<file path="config.mk">
export PLATFORM = sky130hd
export DESIGN_NAME = dfc_cordic
export DESIGN_NICKNAME = d
export VERILOG_FILES = /design/src/rtl/core/dfc_pkg.sv /design/src/rtl/core/dfc_cordic.sv
export SDC_FILE = /design/constraint.sdc
export NUM_CORES = 1
export LEC_CHECK = 0
export BUFFER_PORTS_ARGS = -buffer_cell sky130_fd_sc_hd__buf_4
export CORE_MARGIN = 5
export CORE_UTILIZATION = 40
export DETAILED_ROUTE_END_ITERATION = 7
export PLACE_DENSITY = 0.57
export SYNTH_ARGS = -nofsm -noshare
export SYNTH_HDL_FRONTEND = slang
export SYNTH_SLANG_ARGS = --single-unit
</file>
<file path="constraint.sdc">
create_clock -name i_clk -period 6.55 [get_ports i_clk]
set_input_delay 0.9825 -clock i_clk [delete_from_list [all_inputs] [get_ports i_clk]]
set_output_delay 0.9825 -clock i_clk [all_outputs]
set_load 0.1 [all_outputs]
</file>
<file path="src/rtl/core/dfc_pkg.sv">
// ----------------------------------------------------------------------------
// dfc_pkg
// Shared widths, constants, types and the CORDIC arctangent table for the
// damped fractional comb filter.
// ----------------------------------------------------------------------------
package dfc_pkg;

    localparam int SR_W       = 18;
    localparam int LEN_W      = 17;
    localparam int PITCH_W    = 25;
    localparam int GAIN_W     = 17;
    localparam int DAMP_W     = 16;
    localparam int CFG_IDX_W  = 1;
    localparam int CFG_DATA_W = 18;

    localparam logic [CFG_IDX_W-1:0] CFG_SAMPLE_RATE = 1'b0;
    localparam logic [CFG_IDX_W-1:0] CFG_LINE_LENGTH = 1'b1;

    localparam logic [SR_W-1:0]   SR_RESET  = 18'd48000;
    localparam logic [LEN_W-1:0]  LEN_RESET = 17'd65536;
    localparam logic [LEN_W-1:0]  LEN_MIN   = 17'd4;
    localparam logic [DAMP_W-1:0] DAMP_MAX  = 16'd62259;
    localparam logic [GAIN_W-1:0] DAMP_ONE  = 17'h10000;

    localparam int DEF_LINE_DEPTH  = 65536;
    localparam int DEF_SAMPLE_BITS = 24;

    localparam int DIV_NW   = 49;
    localparam int DIV_DW   = 42;
    localparam int DIV_CW   = 6;
    localparam int PERIOD_W = 42;
    localparam int W_W      = 32;
    localparam int BACK_W   = 51;

    localparam int CORDIC_STEPS = 28;
    localparam int CW           = 36;
    localparam int ZW           = 33;
    localparam int STEP_W       = 5;
    localparam int PROD_W       = CW + DAMP_W + 1;

    localparam logic [W_W-1:0]       PI_Q30          = 32'd3373259426;
    localparam logic [W_W-1:0]       HALF_PI_Q30     = 32'd1686629713;
    localparam logic signed [CW-1:0] CORDIC_GAIN_Q30 = 36'sd652032874;
    localparam logic signed [CW-1:0] ONE_Q30         = 36'sd1073741824;

    typedef enum logic {
        CM_ROTATE,
        CM_VECTOR
    } t_cordic_mode;

    typedef struct packed {
        logic         start;
        t_cordic_mode mode;
    } t_cordic_cmd;

    typedef enum logic [4:0] {
        ST_IDLE,
        ST_CLEAR,
        ST_PER_GO,
        ST_PER_WAIT,
        ST_W_GO,
        ST_W_WAIT,
        ST_ROT_GO,
        ST_ROT_WAIT,
        ST_PROJ,
        ST_VEC_GO,
        ST_VEC_WAIT,
        ST_DLY_GO,
        ST_DLY_WAIT,
        ST_ADDR,
        ST_RD_A,
        ST_RD_B,
        ST_INTERP,
        ST_HELD,
        ST_DAMP,
        ST_LP,
        ST_GAINM,
        ST_SUM,
        ST_WRITE
    } t_state;

    function automatic logic signed [ZW-1:0] atan_q30(input logic [STEP_W-1:0] i);
        logic [31:0] v;
        case (i)
            5'd0:    v = 32'h3243F6A8;
            5'd1:    v = 32'h1DAC6705;
            5'd2:    v = 32'h0FADBAFC;
            5'd3:    v = 32'h07F56EA6;
            5'd4:    v = 32'h03FEAB76;
            5'd5:    v = 32'h01FFD55B;
            5'd6:    v = 32'h00FFFAAA;
            5'd7:    v = 32'h007FFF55;
            5'd8:    v = 32'h003FFFEA;
            5'd9:    v = 32'h001FFFFD;
            5'd10:   v = 32'h000FFFFF;
            5'd11:   v = 32'h0007FFFF;
            5'd12:   v = 32'h0003FFFF;
            5'd13:   v = 32'h0001FFFF;
            5'd14:   v = 32'h0000FFFF;
            5'd15:   v = 32'h00007FFF;
            5'd16:   v = 32'h00003FFF;
            5'd17:   v = 32'h00001FFF;
            5'd18:   v = 32'h00000FFF;
            5'd19:   v = 32'h000007FF;
            5'd20:   v = 32'h000003FF;
            5'd21:   v = 32'h000001FF;
            5'd22:   v = 32'h000000FF;
            5'd23:   v = 32'h0000007F;
            5'd24:   v = 32'h0000003F;
            5'd25:   v = 32'h0000001F;
            5'd26:   v = 32'h0000000F;
            5'd27:   v = 32'h00000008;
            default: v = 32'h00000000;
        endcase
        return $signed({1'b0, v});
    endfunction

endpackage

</file>
<file path="src/rtl/core/dfc_cordic.sv">
// ----------------------------------------------------------------------------
// dfc_cordic
// Iterative CORDIC, rotation or vectoring mode, one micro-rotation per cycle.
// ----------------------------------------------------------------------------
module dfc_cordic
    import dfc_pkg::*;
(
    input  logic                 i_clk,
    input  logic                 i_rst_n,
    input  t_cordic_cmd          i_cmd,
    input  logic signed [CW-1:0] i_x,
    input  logic signed [CW-1:0] i_y,
    input  logic signed [ZW-1:0] i_z,
    output logic signed [CW-1:0] o_x,
    output logic signed [CW-1:0] o_y,
    output logic signed [ZW-1:0] o_z,
    output logic                 o_done
);

    logic                 r_busy;
    logic                 r_done;
    logic [STEP_W-1:0]    r_i;
    t_cordic_mode         r_mode;
    logic signed [CW-1:0] r_x;
    logic signed [CW-1:0] r_y;
    logic signed [ZW-1:0] r_z;
    logic signed [CW-1:0] sx;
    logic signed [CW-1:0] sy;
    logic signed [ZW-1:0] ang;
    logic                 neg;

    assign sx  = r_x >>> r_i;
    assign sy  = r_y >>> r_i;
    assign ang = atan_q30(r_i);
    assign neg = (r_mode == CM_ROTATE) ? r_z[ZW-1] : !r_y[CW-1];

    always_ff @(posedge i_clk) begin
        if (!i_rst_n) begin
            r_busy <= 1'b0;
            r_done <= 1'b0;
            r_i    <= '0;
            r_mode <= CM_ROTATE;
        end else begin
            r_done <= 1'b0;
            if (i_cmd.start) begin
                r_busy <= 1'b1;
                r_i    <= '0;
                r_mode <= i_cmd.mode;
            end else if (r_busy) begin
                r_i <= r_i + STEP_W'(1);
                if (r_i == STEP_W'(CORDIC_STEPS - 1)) begin
                    r_busy <= 1'b0;
                    r_done <= 1'b1;
                end
            end
        end
    end

    always_ff @(posedge i_clk) begin
        if (i_cmd.start) begin
            r_x <= i_x;
            r_y <= i_y;
            r_z <= i_z;
        end else if (r_busy) begin
            if (neg) begin
                r_x <= r_x + sy;
                r_y <= r_y - sx;
                r_z <= r_z + ang;
            end else begin
                r_x <= r_x - sy;
                r_y <= r_y + sx;
                r_z <= r_z - ang;
            end
        end
    end

    assign o_x    = r_x;
    assign o_y    = r_y;
    assign o_z    = r_z;
    assign o_done = r_done;

endmodule
</file>
==> impl_metrics.py <==
metrics = {
    "status": {
        "status": "finished, final reports clean",
    },
    "global_routing": {
        "grt_pass1_vias": 18300,
        "grt_max_degree": 82,
        "grt-ovfl-total": 0,
        "grtUsageTotal": 0.281,
        "antenna_found_initial": 0,
        "grt_pass1_wl_mm": 110,
    },
    "min_path": {
        "hp-start": "r_busy$_SDFF_PN0_",
        "min_path_type": "flop to flop",
        "whs_path_depth": 2,
        "hold_end": "o_done$_SDFF_PP0_",
    },
    "clocking": {
        "cts_tree": "done",
        "cts_max_level": 4,
        "clock_path_buffers": 2,
        "cts-root-buf": "clkbuf_16",
        "clock_sinks": 143,
        "clk_pin_slew_ns": 0.08,
        "cts_made_buffers": 17,
        "clock_latency_ns": 0.49,
    },
    "sta": {
        "timing.fmax_ghz": 0.160,
        "grt_setup_unrepaired": "false",
        "timing.final.crit_share": 0.957,
        "fin_tns_setup_ns": 0,
        "fin_skew_ns": 0.0138,
        "fin_hold_ws_ns": 0.618,
        "worst_pin_slew_ns": 1.13,
        "finalCriticalPeriod_ns": 6.27,
        "setup_viol": 0,
        "slew_violations": 0,
        "slew_headroom": 0.248,
        "finalHoldViolCount": 0,
    },
    "worst_setup_path": {
        "cpMostUsedCell": "buf_4",
        "critPathArrivalTime_ns": 6.48,
        "critPathCaptureType": "flop",
        "r2r-start": "o_y[30]$_DFFE_PP_",
        "path_cells": "buf_4 -> mux4_2 -> mux2_2 -> mux2i_1 -> o221ai_1 -> nand3b_1 -> or3_4 -> nand2b_1 -> o41ai_1 -> xnor2_1 -> ha_1 -> buf_4 -> nand4_1 -> o21ai_0 -> a2111oi_2 -> buf_4 -> a211o_1 -> a211oi_1 -> o211ai_1 -> a211oi_1 -> o31ai_1",
        "cpMaxStageDelayCell": "edfxtp_1",
        "worst_setup_path_start_kind": "flop",
        "path_class": "flop to flop",
        "ff2ff_path_depth": 21,
        "worstPathMaxFanout": 7,
        "r2r-end": "o_x[35]$_DFFE_PP_",
        "crit_required_ns": 6.76,
        "critPathMaxStageDelay_ns": 0.58,
        "rrSetupSlack_ns": 0.28,
    },
    "finish": {
        "fin_nets": 2640,
        "fin_area_um2": 22300,
        "area_delta_synth_final_pct": 22.4,
        "fill_cells": 4374,
        "antenna_cells": 0,
        "drive_gt1_frac": 0.260,
        "final_cells": 3027,
    },
    "die": {
        "core_um2": 45300,
        "dieArea_um2": 50000,
        "io_pins": 215,
        "die_h_um": 224,
        "initial_core_util": 0.403,
        "rows": 78,
        "die_w_um": 224,
    },
    "logic_synthesis": {
        "synth.most_common_cell": "nand2_1",
        "seq_area_frac_synth": 0.214,
        "ys.flop_type": "edfxtp_1",
        "synth_seq_cells": 143,
        "syn_inst": 2087,
        "synth_top_cell_area_share": 0.173,
        "synth_area_leaders": "edfxtp_1 17%, mux4_2 12%, ha_1 7.8%, nand2_1 5.5%, xnor2_1 4.8%",
        "synth_cell_types": 96,
        "ys_warn_count": 0,
        "synthTopCellsByCount": "269 x nand2_1, 159 x o21ai_0, 156 x a21oi_1",
        "synth_edf_count": 105,
        "synthesis.nets": 2313,
        "avgSynthCellArea_um2": 8.74,
        "async_reset_ff_frac": 0,
        "synth_top_area_cell": "edfxtp_1",
        "netlist_area_um2": 18200,
    },
    "routing": {
        "drc_errors": 0,
        "ant_nets": 0,
        "finalWirelength_mm": 73.2,
        "vias": 18700,
        "wl_per_cell_um": 24.2,
        "vias_per_cell": 6.18,
        "firstDrtPassIters": 5,
        "initialDrtViolationCount": 2124,
    },
    "placed_design": {
        "globalplace.congestion": 1.01,
        "post-dp-hpwl_mm": 57.2,
        "placed_cell_area_um2": 21600,
        "portBuffers": 214,
        "dp.cells": 2986,
    },
    "run": {
        "drv_cap": 0,
    },
}
critical path: cells and delay by family (launching register included):
| family | cells | cell delay (ns) |
|---|---|---|
| AOI/OAI and AO/OA | 9 | 2.28 |
| xor gates and xnor gates | 1 | 0.12 |
| adders and majority gates | 1 | 0.31 |
| buffers and inverters | 3 | 0.54 |
| DFF | 1 | 0.58 |
| muxes | 3 | 1.11 |
| and+or+nand+nor | 4 | 1.04 |
logic make-up after synthesis:
| kind of cell | synth area share |
|---|---|
| XOR/XNOR | 0.0850 |
| multiplexers | 0.174 |
| adder cells (fa/ha/maj) | 0.0815 |
| flip-flops | 0.214 |
| AO/OA/AOI/OAI | 0.234 |
| buffers and inverters | 0.0445 |
| AND/OR/NAND/NOR | 0.166 |
cell type report:
class	instances	area (um2)	share of cell area
clock buffers	17	425	0.0190
inverters	45	169	0.00756
repair buffers	423	3280	0.147
multi-input cells	1784	13600	0.608
flip-flops and latches	143	3930	0.176
well taps	600	751	0.0336
clock inverters	15	189	0.00846
metal layers:
| metal | track usage | wire (um) | share of wire |
|---|---|---|---|
| met5 | 0 | 0 | 0 |
| met4 | 0.0949 | 2670 | 0.036 |
| met3 | 0.0569 | 5420 | 0.074 |
| met2 | 0.472 | 34800 | 0.48 |
| met1 | 0.365 | 30300 | 0.41 |
through the flow:
stage | util | worst slack, ns
after global placement | 0.477 | 0.0906
after detailed placement | 0.477 | -0.0406
after global routing | 0.493 | 0.0116
final | 0.493 | 0.282
after floorplan | - | 0.599
after CTS | 0.490 | 0.118
sequential cells by signal (all words and copies together), names as in the netlist:
name    flops
o_x        36
o_y        36
o_z        33
ang        30
r_i         5
o_done      1
r_busy      1
r_mode      1
what timing repair did:
action | 4_1_cts | 5_1_grt
setup endpoints to repair | 1 | 18
resized for setup | 1 | 8
endpoints found under the hold margin | 0 | 0
hold buffers | 0 | 0
setup buffers | 0 | 9
worst max path at each step:
stage                             start                end  slack, ns  depth (start not counted)
floorplan             o_y[33]$_DFFE_PP_  o_x[27]$_DFFE_PP_       0.60                         20
global placement    r_i[0]$_SDFFE_PP0P_  o_y[35]$_DFFE_PP_       0.09                         21
detailed placement  r_i[0]$_SDFFE_PP0P_  o_y[35]$_DFFE_PP_      -0.04                         21
CTS                 r_i[0]$_SDFFE_PP0P_  o_x[27]$_DFFE_PP_       0.12                         23
global route        r_i[3]$_SDFFE_PP0P_  o_y[35]$_DFFE_PP_       0.01                         23
finish                o_y[30]$_DFFE_PP_  o_x[35]$_DFFE_PP_       0.28                         21
cells in the final DEF (no fill, tap or decap), types with 34 or more instances in the layout:
cell	Yosys	final
mux2i_1	54	51
inv_1	42	42
xor2_1	77	77
xnor2_1	100	100
edfxtp_1	105	105
nor2_1	141	141
nand2_1	269	269
o21ai_0	159	159
nand3_1	44	44
a21o_1	54	54
a21oi_1	156	156
ha_1	114	114
mux4_2	95	95
buf_4	6	414
o21a_1	34	34
Power is not shown: default switching activity piles up to over one toggle a cycle in this logic, so the estimate is an artifact.
