## src/rtl/core/dfc_pkg.sv

```systemverilog
// ----------------------------------------------------------------------------
// dfc_pkg
// Shared widths, constants, types and the CORDIC arctangent table for the
// damped fractional comb filter.
// ----------------------------------------------------------------------------
package dfc_pkg;

    localparam int SR_W       = 18;
    localparam int LEN_W      = 17;
    localparam int PITCH_W    = 25;
    localparam int GAIN_W     = 17;
    localparam int DAMP_W     = 16;
    localparam int CFG_IDX_W  = 1;
    localparam int CFG_DATA_W = 18;

    localparam logic [CFG_IDX_W-1:0] CFG_SAMPLE_RATE = 1'b0;
    localparam logic [CFG_IDX_W-1:0] CFG_LINE_LENGTH = 1'b1;

    localparam logic [SR_W-1:0]   SR_RESET  = 18'd48000;
    localparam logic [LEN_W-1:0]  LEN_RESET = 17'd65536;
    localparam logic [LEN_W-1:0]  LEN_MIN   = 17'd4;
    localparam logic [DAMP_W-1:0] DAMP_MAX  = 16'd62259;
    localparam logic [GAIN_W-1:0] DAMP_ONE  = 17'h10000;

    localparam int DEF_LINE_DEPTH  = 65536;
    localparam int DEF_SAMPLE_BITS = 24;

    localparam int DIV_NW   = 49;
    localparam int DIV_DW   = 42;
    localparam int DIV_CW   = 6;
    localparam int PERIOD_W = 42;
    localparam int W_W      = 32;
    localparam int BACK_W   = 51;

    localparam int CORDIC_STEPS = 28;
    localparam int CW           = 36;
    localparam int ZW           = 33;
    localparam int STEP_W       = 5;
    localparam int PROD_W       = CW + DAMP_W + 1;

    localparam logic [W_W-1:0]       PI_Q30          = 32'd3373259426;
    localparam logic [W_W-1:0]       HALF_PI_Q30     = 32'd1686629713;
    localparam logic signed [CW-1:0] CORDIC_GAIN_Q30 = 36'sd652032874;
    localparam logic signed [CW-1:0] ONE_Q30         = 36'sd1073741824;

    typedef enum logic {
        CM_ROTATE,
        CM_VECTOR
    } t_cordic_mode;

    typedef struct packed {
        logic         start;
        t_cordic_mode mode;
    } t_cordic_cmd;

    typedef enum logic [4:0] {
        ST_IDLE,
        ST_CLEAR,
        ST_PER_GO,
        ST_PER_WAIT,
        ST_W_GO,
        ST_W_WAIT,
        ST_ROT_GO,
        ST_ROT_WAIT,
        ST_PROJ,
        ST_VEC_GO,
        ST_VEC_WAIT,
        ST_DLY_GO,
        ST_DLY_WAIT,
        ST_ADDR,
        ST_RD_A,
        ST_RD_B,
        ST_INTERP,
        ST_HELD,
        ST_DAMP,
        ST_LP,
        ST_GAINM,
        ST_SUM,
        ST_WRITE
    } t_state;

    function automatic logic signed [ZW-1:0] atan_q30(input logic [STEP_W-1:0] i);
        logic [31:0] v;
        case (i)
            5'd0:    v = 32'h3243F6A8;
            5'd1:    v = 32'h1DAC6705;
            5'd2:    v = 32'h0FADBAFC;
            5'd3:    v = 32'h07F56EA6;
            5'd4:    v = 32'h03FEAB76;
            5'd5:    v = 32'h01FFD55B;
            5'd6:    v = 32'h00FFFAAA;
            5'd7:    v = 32'h007FFF55;
            5'd8:    v = 32'h003FFFEA;
            5'd9:    v = 32'h001FFFFD;
            5'd10:   v = 32'h000FFFFF;
            5'd11:   v = 32'h0007FFFF;
            5'd12:   v = 32'h0003FFFF;
            5'd13:   v = 32'h0001FFFF;
            5'd14:   v = 32'h0000FFFF;
            5'd15:   v = 32'h00007FFF;
            5'd16:   v = 32'h00003FFF;
            5'd17:   v = 32'h00001FFF;
            5'd18:   v = 32'h00000FFF;
            5'd19:   v = 32'h000007FF;
            5'd20:   v = 32'h000003FF;
            5'd21:   v = 32'h000001FF;
            5'd22:   v = 32'h000000FF;
            5'd23:   v = 32'h0000007F;
            5'd24:   v = 32'h0000003F;
            5'd25:   v = 32'h0000001F;
            5'd26:   v = 32'h0000000F;
            5'd27:   v = 32'h00000008;
            default: v = 32'h00000000;
        endcase
        return $signed({1'b0, v});
    endfunction

endpackage

```

## src/rtl/core/dfc_divider.sv

```systemverilog
// ----------------------------------------------------------------------------
// dfc_divider
// Unsigned restoring divider, one quotient bit per cycle.
// ----------------------------------------------------------------------------
module dfc_divider
    import dfc_pkg::*;
(
    input  logic              i_clk,
    input  logic              i_rst_n,
    input  logic              i_start,
    input  logic [DIV_NW-1:0] i_num,
    input  logic [DIV_DW-1:0] i_den,
    output logic [DIV_NW-1:0] o_quo,
    output logic              o_done
);

    logic              r_busy;
    logic              r_done;
    logic [DIV_CW-1:0] r_cnt;
    logic [DIV_NW-1:0] r_num;
    logic [DIV_DW-1:0] r_rem;
    logic [DIV_DW-1:0] r_den;
    logic [DIV_DW:0]   trial;
    logic              qbit;

    assign trial = {r_rem, r_num[DIV_NW-1]};
    assign qbit  = (trial >= {1'b0, r_den});

    always_ff @(posedge i_clk) begin
        if (!i_rst_n) begin
            r_busy <= 1'b0;
            r_done <= 1'b0;
            r_cnt  <= '0;
        end else begin
            r_done <= 1'b0;
            if (i_start) begin
                r_busy <= 1'b1;
                r_cnt  <= '0;
            end else if (r_busy) begin
                r_cnt <= r_cnt + DIV_CW'(1);
                if (r_cnt == DIV_CW'(DIV_NW - 1)) begin
                    r_busy <= 1'b0;
                    r_done <= 1'b1;
                end
            end
        end
    end

    always_ff @(posedge i_clk) begin
        if (i_start) begin
            r_num <= i_num;
            r_den <= i_den;
            r_rem <= '0;
        end else if (r_busy) begin
            r_rem <= qbit ? DIV_DW'(trial - {1'b0, r_den}) : trial[DIV_DW-1:0];
            r_num <= {r_num[DIV_NW-2:0], qbit};
        end
    end

    assign o_quo  = r_num;
    assign o_done = r_done;

endmodule

```

## config.mk

```make
export PLATFORM = sky130hd
export DESIGN_NAME = dfc_divider
export DESIGN_NICKNAME = d
export VERILOG_FILES = /design/src/rtl/core/dfc_pkg.sv /design/src/rtl/core/dfc_divider.sv
export SDC_FILE = /design/constraint.sdc
export NUM_CORES = 1
export LEC_CHECK = 0
export BUFFER_PORTS_ARGS = -buffer_cell sky130_fd_sc_hd__buf_2
export CAP_MARGIN = 30
export CORE_MARGIN = 1
export CORE_UTILIZATION = 40
export CTS_BUF_LIST = sky130_fd_sc_hd__clkbuf_2 sky130_fd_sc_hd__clkbuf_4 sky130_fd_sc_hd__clkbuf_8
export DETAILED_ROUTE_END_ITERATION = 16
export GPL_ROUTABILITY_DRIVEN = 1
export GPL_TIMING_DRIVEN = 0
export HOLD_SLACK_MARGIN = 0.1
export MAX_ROUTING_LAYER = met4
export SLEW_MARGIN = 30
export SYNTH_ARGS = -nofsm -noshare
export SYNTH_HDL_FRONTEND = slang
export SYNTH_SLANG_ARGS = --single-unit
```

## constraint.sdc

```tcl
create_clock -name i_clk -period 3.5 [get_ports i_clk]
set_input_delay 0.525 -clock i_clk [delete_from_list [all_inputs] [get_ports i_clk]]
set_output_delay 0.525 -clock i_clk [all_outputs]
set_load 0.02 [all_outputs]
```

==> results.json, run 1 <==
{
  "design.core.area_um2": 19650,
  "postCtsSetupBuffers": 0,
  "holdBufCountCts": 0,
  "drt_wl_total_um": 20740,
  "grt_pass1_wl_um": 32890,
  "reg2reg_to": "r_rem[15]$_SDFFE_PP0P_",
  "cts_buffer_depth": 2,
  "drt_iter0_markers": 404,
  "yosys.area.top_type": "edfxtp_1",
  "synth_top_flop_cell": "edfxtp_1",
  "grt_pass1_vias": 6571,
  "skew_ns": 0.02764,
  "p_int_w": 0.003178,
  "synth-compound-area-share": 0.1713,
  "slew_viol_final": 0,
  "p_clk_frac": 0.316,
  "status": "completed",
  "wire_per_inst_um": 16.71,
  "power.density_nw_per_um2": 499.9,
  "ys_types": 70,
  "stdcell_area_um2": 9587,
  "synthArstFlopShare": 0,
  "worst_pin_slew_ns": 0.7630,
  "path_class": "flip-flop to flip-flop",
  "start_util": 0.4110,
  "fin_nets": 1102,
  "synth.top_cell.area_share": 0.3383,
  "synthesis.instances": 801,
  "comb_power_share": 0.261,
  "irDropWorstVdd_mv": 0.3067,
  "r2r_slack_ns": 0.34,
  "maxCapViolations": 0,
  "first_pass_iters": 5,
  "power_switching_w": 0.001615,
  "synth_xor_area_frac": 0.04229,
  "end_kind": "flip-flop",
  "holdPathStages": 1,
  "cts_buffers": 17,
  "min_to": "r_den[3]$_DFFE_PP_",
  "hold_class": "input pin to flip-flop",
  "p_sw_frac": 0.3369,
  "drc": 0,
  "whs_ns": 0.2287,
  "place.gp.congestion": 0.8770,
  "cts_sinks": 141,
  "synth_top_family_by_area": "compound AO/OA/AOI/OAI gates",
  "reg2reg_depth": 10,
  "io_pins": 144,
  "worstPathArrival_ns": 3.53,
  "fillers": 1904,
  "clock-root-buffer": "clkbuf_8",
  "grt_max_degree": 50,
  "setup_viol": 0,
  "slew_headroom": 0.4871,
  "leakage_nw": 3.956,
  "synth_edf_count": 91,
  "ys_seq_elements": 141,
  "die_w_um": 144.1,
  "rows": 51,
  "grt_use_total": 0.2123,
  "yosysSeqAreaShare": 0.4622,
  "fin_crit_ns": 3.161,
  "wl_met1_um": 9551,
  "avgSynthCellArea_um2": 10.08,
  "fmax_ghz": 0.3163,
  "fp.dieArea_um2": 20770,
  "synthAdderAreaFrac": 0.07063,
  "synth.area.top_cells": "edfxtp_1 (34%), dfxtp_1 (12%), mux2_2 (6.8%)",
  "syn_area_um2": 8078,
  "crit_path_start_kind": "flip-flop",
  "hold_viol": 0,
  "p_seq_frac": 0.423,
  "wl_met3_um": 1194,
  "min_from": "i_den[3]",
  "fin_crit_sh": 0.9033,
  "die_h_um": 144.1,
  "syn_to_final_growth_pct": 18.68,
  "muxShareOfSynthArea": 0.07203,
  "via_per_inst": 5.333,
  "drive_gt1_frac": 0.2715,
  "tritoncts": "yes",
  "route.met2.wl_um": 9726,
  "ant_nets": 0,
  "rsz0062_at_grt": "no",
  "dp_hpwl_um": 15500,
  "yosys.area_share.simple": 0.1315,
  "post_dp_cell_area_um2": 9130,
  "crit-reg2reg-launch": "r_rem[2]$_SDFFE_PP0P_",
  "htree_levels": 4,
  "crit_fanout": 10,
  "antenna_found_initial": 0,
  "highest_layer": "met4",
  "critical_path_required_ns": 3.87,
  "grt-ovfl-total": 0,
  "syn_nets": 940,
  "ys_warn_count": 0,
  "fin_tns_setup_ns": 0,
  "num_vias": 6618,
  "antenna_cells": 0,
  "clk_pin_slew_ns": 0.11,
  "worstSkewPairLatency_ns": 0.47,
  "port_buffers": 143
}
## power groups by stage
stage,logic (W),clock network [W],registers (W)
final,0.00125,0.00151,0.00203
after global routing,0.00139,0.00160,0.00204
after global placement,0.00123,0,0.00206
after floorplan,0.000822,0,0.00212
after detailed placement,0.00124,0,0.00206
after CTS,0.00125,0.00154,0.00203
## synthesized netlist by cell type (all sizes together), types with 4 or more instances
library cell / count
a21oi: 49
edfxtp: 91
nor2: 65
o21a: 9
o31ai: 6
or3: 5
nand2b: 4
nand2: 103
buf: 15
nand3: 14
inv: 59
a31oi: 8
a311oi: 32
ha: 44
a211oi: 11
xnor2: 25
xor2: 14
nand4: 14
o211ai: 4
o21ai: 25
dfxtp: 50
o21bai: 5
nor3: 8
a21o: 11
mux2: 49
and2: 4
and3: 10
clkbuf: 25
## critical path, cell delays in order, from the launching register on
cell	delay, ns
dfxtp_1	0.36
ha_1	0.35
nand2_2	0.10
a211o_1	0.33
a31oi_1	0.35
a221o_2	0.29
a21oi_2	0.08
o21bai_2	0.18
clkbuf_1	0.57
nand2_1	0.14
a311oi_1	0.28
## registers in the layout, indices dropped and copies added (netlist names)
name	cells
o_done	1
r_rem	42
r_busy	1
r_cnt	6
o_quo	49
r_den	42
## placed cells by master (no fill, tap or decap), types with 4 or more instances in the layout
cell	netlist	layout
o21bai_1	4	4
a311oi_1	31	31
o21ai_1	5	5
inv_8	0	5
or3_1	4	4
a211oi_2	4	4
clkbuf_8	0	17
xnor2_1	25	25
and3_1	10	10
nand4_1	14	14
ha_1	44	44
dfxtp_1	50	50
o21a_1	9	9
inv_1	59	58
a211oi_1	7	7
a21oi_2	4	4
buf_2	11	153
nand3_1	13	13
a21oi_1	45	45
nand2_1	102	102
o31ai_1	6	6
mux2_2	49	49
o211ai_1	4	4
nor2_1	65	65
xor2_1	14	14
nor3_1	8	8
o21ai_0	20	20
inv_6	0	5
clkbuf_1	25	25
a31oi_1	7	7
edfxtp_1	91	91
buf_4	3	4
a21o_1	11	11
nand2b_1	4	4
## per-layer routing
metal	track usage	up-vias
met4	0.04759	0
met2	0.3463	197
li1	-	3246
met3	0.04967	22
met5	-	-
met1	0.2666	3153
## kinds of logic after synthesis
kind of cell | count (synthesis)
AND/OR/NAND/NOR | 236
AO/OA/AOI/OAI | 189
flip-flops | 141
buffers and inverters | 99
multiplexers | 52
adder cells (fa/ha/maj) | 45
XOR/XNOR | 39
## through the flow
step                      utilization  worst slack (ns)  total power (W)  instances
final                          0.4878            0.3385         0.004793       1241
after global routing           0.4878            0.1016         0.005033       1241
after CTS                      0.4873            0.2075         0.004814       1241
after detailed placement       0.4645            0.2215         0.003305       1209
after global placement         0.4643           -0.8727         0.003295       1209
after floorplan                     -            0.6477         0.002941        801
## worst max path at each step
stage,start,to,slack [ns],cells past startpoint
after floorplan,o_quo[48]$_DFFE_PP_,r_rem[40]$_SDFFE_PP0P_,0.65,13
after global placement,i_start,o_quo[10]$_DFFE_PP_,-0.87,5
after detailed placement,o_quo[48]$_DFFE_PP_,r_rem[40]$_SDFFE_PP0P_,0.22,13
after CTS,o_quo[48]$_DFFE_PP_,r_rem[40]$_SDFFE_PP0P_,0.21,13
after global routing,o_quo[48]$_DFFE_PP_,r_rem[22]$_SDFFE_PP0P_,0.10,13
final,r_rem[2]$_SDFFE_PP0P_,r_rem[15]$_SDFFE_PP0P_,0.34,10
## final cells by class
class | instances | area [µm²] | share of cell area
multi-input combinational | 561 | 3949 | 0.4119
sequential | 141 | 3734 | 0.3895
clock inverter | 15 | 214.0 | 0.02232
inverter | 59 | 224.0 | 0.02336
timing repair buffer | 143 | 718.2 | 0.07492
tap | 265 | 331.6 | 0.03459
clock buffer | 17 | 234.0 | 0.02441
buffer | 40 | 182.7 | 0.01906
## timing repair
| item | CTS | global route |
|---|---|---|
| endpoints found under the setup margin | 0 | 1 |
| endpoints found under the hold margin | 0 | 0 |
| resized for setup | 0 | 1 |
Power figures use the tool's default switching activity.
==> inputs of run 2 (changes only) <==
--- a/config.mk
+++ b/config.mk
@@ -9,12 +9,14 @@
 export CAP_MARGIN = 30
 export CORE_MARGIN = 1
 export CORE_UTILIZATION = 40
-export CTS_BUF_LIST = sky130_fd_sc_hd__clkbuf_2 sky130_fd_sc_hd__clkbuf_4 sky130_fd_sc_hd__clkbuf_8
+export CTS_BUF_LIST = sky130_fd_sc_hd__clkbuf_4 sky130_fd_sc_hd__clkbuf_8
+export CTS_CLUSTER_SIZE = 25
 export DETAILED_ROUTE_END_ITERATION = 16
 export GPL_ROUTABILITY_DRIVEN = 1
 export GPL_TIMING_DRIVEN = 0
 export HOLD_SLACK_MARGIN = 0.1
 export MAX_ROUTING_LAYER = met4
+export RECOVER_POWER = 100
 export SLEW_MARGIN = 30
 export SYNTH_ARGS = -nofsm -noshare
 export SYNTH_HDL_FRONTEND = slang
==> run 2 against run 1 <==
Clock-buffer cell count stayed put; non-clock buffer count stayed put; worst setup slack worse by 0.032 ns; die area stayed put; routed wire length is 0.48% lower; first-iteration DRC count is 3.0% higher; worst hold slack worse by 0.00060 ns; critical endpoint is now r_rem[37]$_SDFFE_PP0P_; largest cell class unchanged; largest power group unchanged.
==> results.json, run 2 (synthesis results as in run 1) <==
{
  "num_vias": 6615,
  "cts_resized": 0,
  "wire_per_inst_um": 16.63,
  "hold_viol": 0,
  "end_kind": "flip-flop",
  "drc": 0,
  "reg2reg_to": "r_rem[37]$_SDFFE_PP0P_",
  "critical_path_required_ns": 3.88,
  "r2r_slack_ns": 0.31,
  "grt-ovfl-total": 0,
  "status": "completed",
  "holdBufCountCts": 0,
  "dp_hpwl_um": 15500,
  "fmax_ghz": 0.3131,
  "holdPathStages": 1,
  "drt_iter0_markers": 416,
  "grt_max_degree": 50,
  "die_w_um": 144.1,
  "die_h_um": 144.1,
  "via_per_inst": 5.330,
  "fin_crit_sh": 0.9125,
  "hold_class": "input pin to flip-flop",
  "port_buffers": 143,
  "postCtsSetupBuffers": 0,
  "crit_fanout": 7,
  "crit_path_start_kind": "flip-flop",
  "io_pins": 144,
  "tritoncts": "yes",
  "rows": 51,
  "slew_viol_final": 0,
  "leakage_nw": 3.808,
  "cts_sinks": 141,
  "power.density_nw_per_um2": 501.4,
  "grt_use_total": 0.2123,
  "final_cell_mix": "nand2_1 (103), buf_2 (102), edfxtp_1 (91)",
  "grt_pass1_vias": 6571,
  "clock-root-buffer": "clkbuf_8",
  "clk_pin_slew_ns": 0.10,
  "worstPathArrival_ns": 3.57,
  "antenna_found_initial": 0,
  "worst_pin_slew_ns": 1.022,
  "irDropWorstVdd_mv": 0.3032,
  "first_pass_iters": 5,
  "min_to": "r_den[3]$_DFFE_PP_",
  "cts_buffer_depth": 2,
  "setup_viol": 0,
  "slew_headroom": 0.3174,
  "ant_nets": 0,
  "grt_pass1_wl_um": 32890,
  "path_class": "flip-flop to flip-flop",
  "fp.dieArea_um2": 20770,
  "drive_gt1_frac": 0.2141,
  "syn_to_final_growth_pct": 17.52,
  "fin_crit_ns": 3.194,
  "drt_wl_total_um": 20640,
  "power.total_w": 0.004759,
  "rsz0062_at_grt": "no",
  "skew_ns": 0.02404,
  "fin_nets": 1102,
  "largest_reg_flops": 49,
  "worstSkewPairLatency_ns": 0.47,
  "min_from": "i_den[3]",
  "crit-reg2reg-launch": "r_den[10]$_DFFE_PP_",
  "cts_buffers": 17,
  "final_common_cell": "nand2_1",
  "htree_levels": 4,
  "fin_util": 0.4830,
  "design.core.area_um2": 19650,
  "place.gp.congestion": 0.8770,
  "antenna_cells": 0,
  "start_util": 0.4110,
  "maxCapViolations": 0,
  "reg2reg_depth": 12
}
run 2: worst max path at each step:
| stage | start | to | slack, ns | cells past startpoint |
|---|---|---|---|---|
| 3_3_place_gp | i_start | o_quo[10]$_DFFE_PP_ | -0.87 | 5 |
| 3_5_place_dp | o_quo[48]$_DFFE_PP_ | r_rem[40]$_SDFFE_PP0P_ | 0.22 | 13 |
| 2_1_floorplan | o_quo[48]$_DFFE_PP_ | r_rem[40]$_SDFFE_PP0P_ | 0.65 | 13 |
| 5_1_grt | r_den[10]$_DFFE_PP_ | r_rem[37]$_SDFFE_PP0P_ | 0.06 | 12 |
| 6_report | r_den[10]$_DFFE_PP_ | r_rem[37]$_SDFFE_PP0P_ | 0.31 | 12 |
| 4_1_cts | o_quo[48]$_DFFE_PP_ | r_rem[40]$_SDFFE_PP0P_ | 0.21 | 13 |
run 2: area by class of cell:
cell class / instances / area [µm²]
plain buffers: 40 / 172.7
clock inverters: 15 / 214.0
well taps: 265 / 331.6
fillers: 1939 / 10160
repair buffers: 143 / 655.6
clock buffers: 17 / 234.0
inverters: 59 / 221.5
multi-input cells: 561 / 3930
flip-flops and latches: 141 / 3734
run 2: per-stage QoR:
stage / hold slack (ns) / worst slack (ns) / TNS [ns] / cells / cell area [µm²]
final: 0.2281 / 0.3062 / 0 / 1241 / 9493
after global routing: 0.2021 / 0.05754 / 0 / 1241 / 9493
after CTS: 0.2033 / 0.2075 / 0 / 1241 / 9578
after detailed placement: 0.4884 / 0.2215 / 0 / 1209 / 9130
after global placement: 0.4789 / -0.8727 / -42.69 / 1209 / 9125
after floorplan: 0.4531 / 0.6477 / 0 / 801 / 8078
run 2: metal layers:
| layer | share of wire | vias up | global-route usage |
|---|---|---|---|
| met5 | 0 | - | - |
| li1 | - | 3247 | - |
| met3 | 0.064 | 22 | 0.04967 |
| met2 | 0.47 | 223 | 0.3463 |
| met4 | 0.013 | 0 | 0.04759 |
| met1 | 0.45 | 3123 | 0.2666 |
run 2: critical path, cell delays in order, from the launching register on:
cell	delay [ns]
edfxtp_1	0.36
inv_1	0.06
ha_1	0.21
clkbuf_1	0.18
and4_4	0.24
nand2_1	0.10
o2bb2ai_1	0.11
nor4_2	0.72
o311ai_4	0.18
a31oi_1	0.38
o21ai_0	0.19
xnor2_1	0.17
o31ai_1	0.19
run 2: power by group:
part	switching (W)	total [W]	internal, W	leakage, nW
combinational	0.000753	0.00122	0.000469	2.27
clock	0.000764	0.00151	0.000746	0.225
sequential	0.0000870	0.00203	0.00194	1.32
total	0.00160	0.00476	0.00316	3.81
==> inputs of run 3 (changes only) <==
--- a/config.mk
+++ b/config.mk
@@ -7,8 +7,9 @@
 export LEC_CHECK = 0
 export BUFFER_PORTS_ARGS = -buffer_cell sky130_fd_sc_hd__buf_2
 export CAP_MARGIN = 30
+export CORE_ASPECT_RATIO = 1.4
 export CORE_MARGIN = 1
-export CORE_UTILIZATION = 40
+export CORE_UTILIZATION = 46
 export CTS_BUF_LIST = sky130_fd_sc_hd__clkbuf_4 sky130_fd_sc_hd__clkbuf_8
 export CTS_CLUSTER_SIZE = 25
 export DETAILED_ROUTE_END_ITERATION = 16
@@ -16,6 +17,7 @@
 export GPL_TIMING_DRIVEN = 0
 export HOLD_SLACK_MARGIN = 0.1
 export MAX_ROUTING_LAYER = met4
+export PLACE_DENSITY = 0.68
 export RECOVER_POWER = 100
 export SLEW_MARGIN = 30
 export SYNTH_ARGS = -nofsm -noshare
==> run 3 against run 2 <==
Register-to-register slack worse by 0.096 ns; routed wire length is 0.67% lower; critical path type unchanged; worst hold slack better by 0.0049 ns; critical path depth is 1 higher.
==> results.json, run 3 (synthesis results as in run 1) <==
{
  "worstSkewPairLatency_ns": 0.46,
  "tritoncts": "yes",
  "leakage_nw": 3.765,
  "clock-root-buffer": "clkbuf_8",
  "grt_pass1_vias": 6769,
  "first_pass_iters": 5,
  "port_buffers": 143,
  "worstPathArrival_ns": 3.65,
  "grt_use_total": 0.2427,
  "hold_class": "input pin to flip-flop",
  "antenna_cells": 0,
  "maxCapViolations": 0,
  "critical_path_required_ns": 3.86,
  "rsz0062_at_grt": "no",
  "io_pins": 144,
  "via_per_inst": 5.459,
  "setup_viol": 0,
  "die_w_um": 114.0,
  "path_cells": "inv_1 -> ha_1 -> inv_1 -> fa_1 -> a21oi_1 -> or3_4 -> a211oi_2 -> a211oi_1 -> o221ai_2 -> a31o_1 -> xor2_1 -> nand2_1 -> a311oi_1",
  "slowest_stage": "a211oi_1",
  "comb_power_share": 0.264,
  "fin_crit_sh": 0.9398,
  "p_int_w": 0.003067,
  "min_to": "r_den[0]$_DFFE_PP_",
  "grt_max_degree": 50,
  "largest_reg_flops": 49,
  "worst_pin_slew_ns": 1.029,
  "place.gp.congestion": 0.9343,
  "drc": 0,
  "r2r_slack_ns": 0.21,
  "hold_viol": 0,
  "grt_pass1_wl_um": 33250,
  "slew_viol_final": 0,
  "holdPathStages": 1,
  "fin_nets": 1103,
  "fmax_ghz": 0.3040,
  "die_h_um": 158.8,
  "final_cell_mix": "nand2_1 (103), buf_2 (103), edfxtp_1 (91)",
  "slew_headroom": 0.3131,
  "wire_per_inst_um": 16.90,
  "drt_wl_total_um": 20500,
  "drt_iter0_markers": 292,
  "htree_levels": 4,
  "fin_crit_ns": 3.289,
  "cp_num_buf_inv": 2,
  "cpMostUsedCell": "inv_1",
  "drive_gt1_frac": 0.2139,
  "postCtsSetupBuffers": 0,
  "ant_nets": 0,
  "fp.dieArea_um2": 18100,
  "end_kind": "flip-flop",
  "crit-reg2reg-launch": "o_quo[48]$_DFFE_PP_",
  "crit_path_max_incr_delay_ns": 0.53,
  "reg2reg_depth": 13,
  "min_from": "i_den[0]",
  "power.total_w": 0.004624,
  "crit_fanout": 3,
  "p_clk_frac": 0.297,
  "fin_cells": 1213,
  "reg2reg_to": "r_rem[34]$_SDFFE_PP0P_",
  "rows": 57,
  "start_util": 0.4680,
  "antenna_found_initial": 0,
  "fin_tns_setup_ns": 0,
  "path_class": "flip-flop to flip-flop",
  "num_vias": 6622,
  "skew_ns": 0.01627,
  "power.density_nw_per_um2": 491.3,
  "dp.cells": 1181,
  "clk_pin_slew_ns": 0.10,
  "irDropWorstVdd_mv": 0.3350,
  "crit_path_start_kind": "flip-flop",
  "cts_sinks": 141,
  "grt-ovfl-total": 0,
  "cts_buffer_depth": 2,
  "status": "completed",
  "power_switching_w": 0.001558,
  "fin_util": 0.5454,
  "syn_to_final_growth_pct": 16.53,
  "whs_ns": 0.2330,
  "dp_hpwl_um": 15600,
  "cts_buffers": 17,
  "startpoint": "o_quo[48]$_DFFE_PP_",
  "holdBufCountCts": 0,
  "cts_resized": 0,
  "critPathTopFamily": "compound AO/OA/AOI/OAI gates",
  "p_sw_frac": 0.3368,
  "p_seq_frac": 0.439,
  "design.core.area_um2": 17260
}
[run 3: power by group through the flow]
stage	logic [W]	clock network, W	registers, W
after floorplan	0.000822	0	0.00212
after global placement	0.00123	0	0.00206
after detailed placement	0.00125	0	0.00206
after CTS	0.00125	0.00141	0.00203
after global routing	0.00135	0.00147	0.00205
final	0.00122	0.00137	0.00203
[run 3: cell type report]
| class | count | area [µm²] |
|---|---|---|
| well taps | 236 | 295.3 |
| inverters | 59 | 221.5 |
| clock buffers | 18 | 241.5 |
| flip-flops and latches | 141 | 3734 |
| clock inverters | 14 | 162.7 |
| repair buffers | 144 | 680.7 |
| plain buffers | 40 | 172.7 |
| multi-input cells | 561 | 3905 |
| fillers | 1662 | 7846 |
[run 3: layer usage]
layer,part of all wire,up-vias,wire [µm],global-route usage
met3,0.054,43,1105,0.04198
met2,0.50,220,10270,0.4129
li1,-,3257,-,-
met1,0.41,3102,8465,0.2785
met5,0,-,0,-
met4,0.032,0,654,0.1027
[run 3: how the worst max path moves through the flow]
stage                             endpoint  slack, ns  cells past startpoint
floorplan           r_rem[40]$_SDFFE_PP0P_       0.65                     13
global placement       o_quo[39]$_DFFE_PP_      -0.90                      5
detailed placement     o_quo[31]$_DFFE_PP_       0.05                      6
CTS                 r_rem[40]$_SDFFE_PP0P_       0.24                     13
global route        r_rem[15]$_SDFFE_PP0P_       0.05                     11
finish              r_rem[34]$_SDFFE_PP0P_       0.21                     13
[run 3: worst reg2reg max path, delay by kind of cell (launching register included)]
kind                     cells  cell delay, ns
AO/OA/AOI/OAI                6            1.69
adder cells (fa/ha/maj)      2            0.56
flip-flops                   1            0.40
AND/OR/NAND/NOR              2            0.28
buffers and inverters        2            0.14
XOR/XNOR                     1            0.13
[run 3: through the flow]
stage / cell area [µm²] / worst slack (ns)
2_1_floorplan: 8078 / 0.6477
3_3_place_gp: 9089 / -0.8982
3_5_place_dp: 9119 / 0.05220
4_1_cts: 9523 / 0.2415
5_1_grt: 9413 / 0.05096
6_report: 9413 / 0.2105
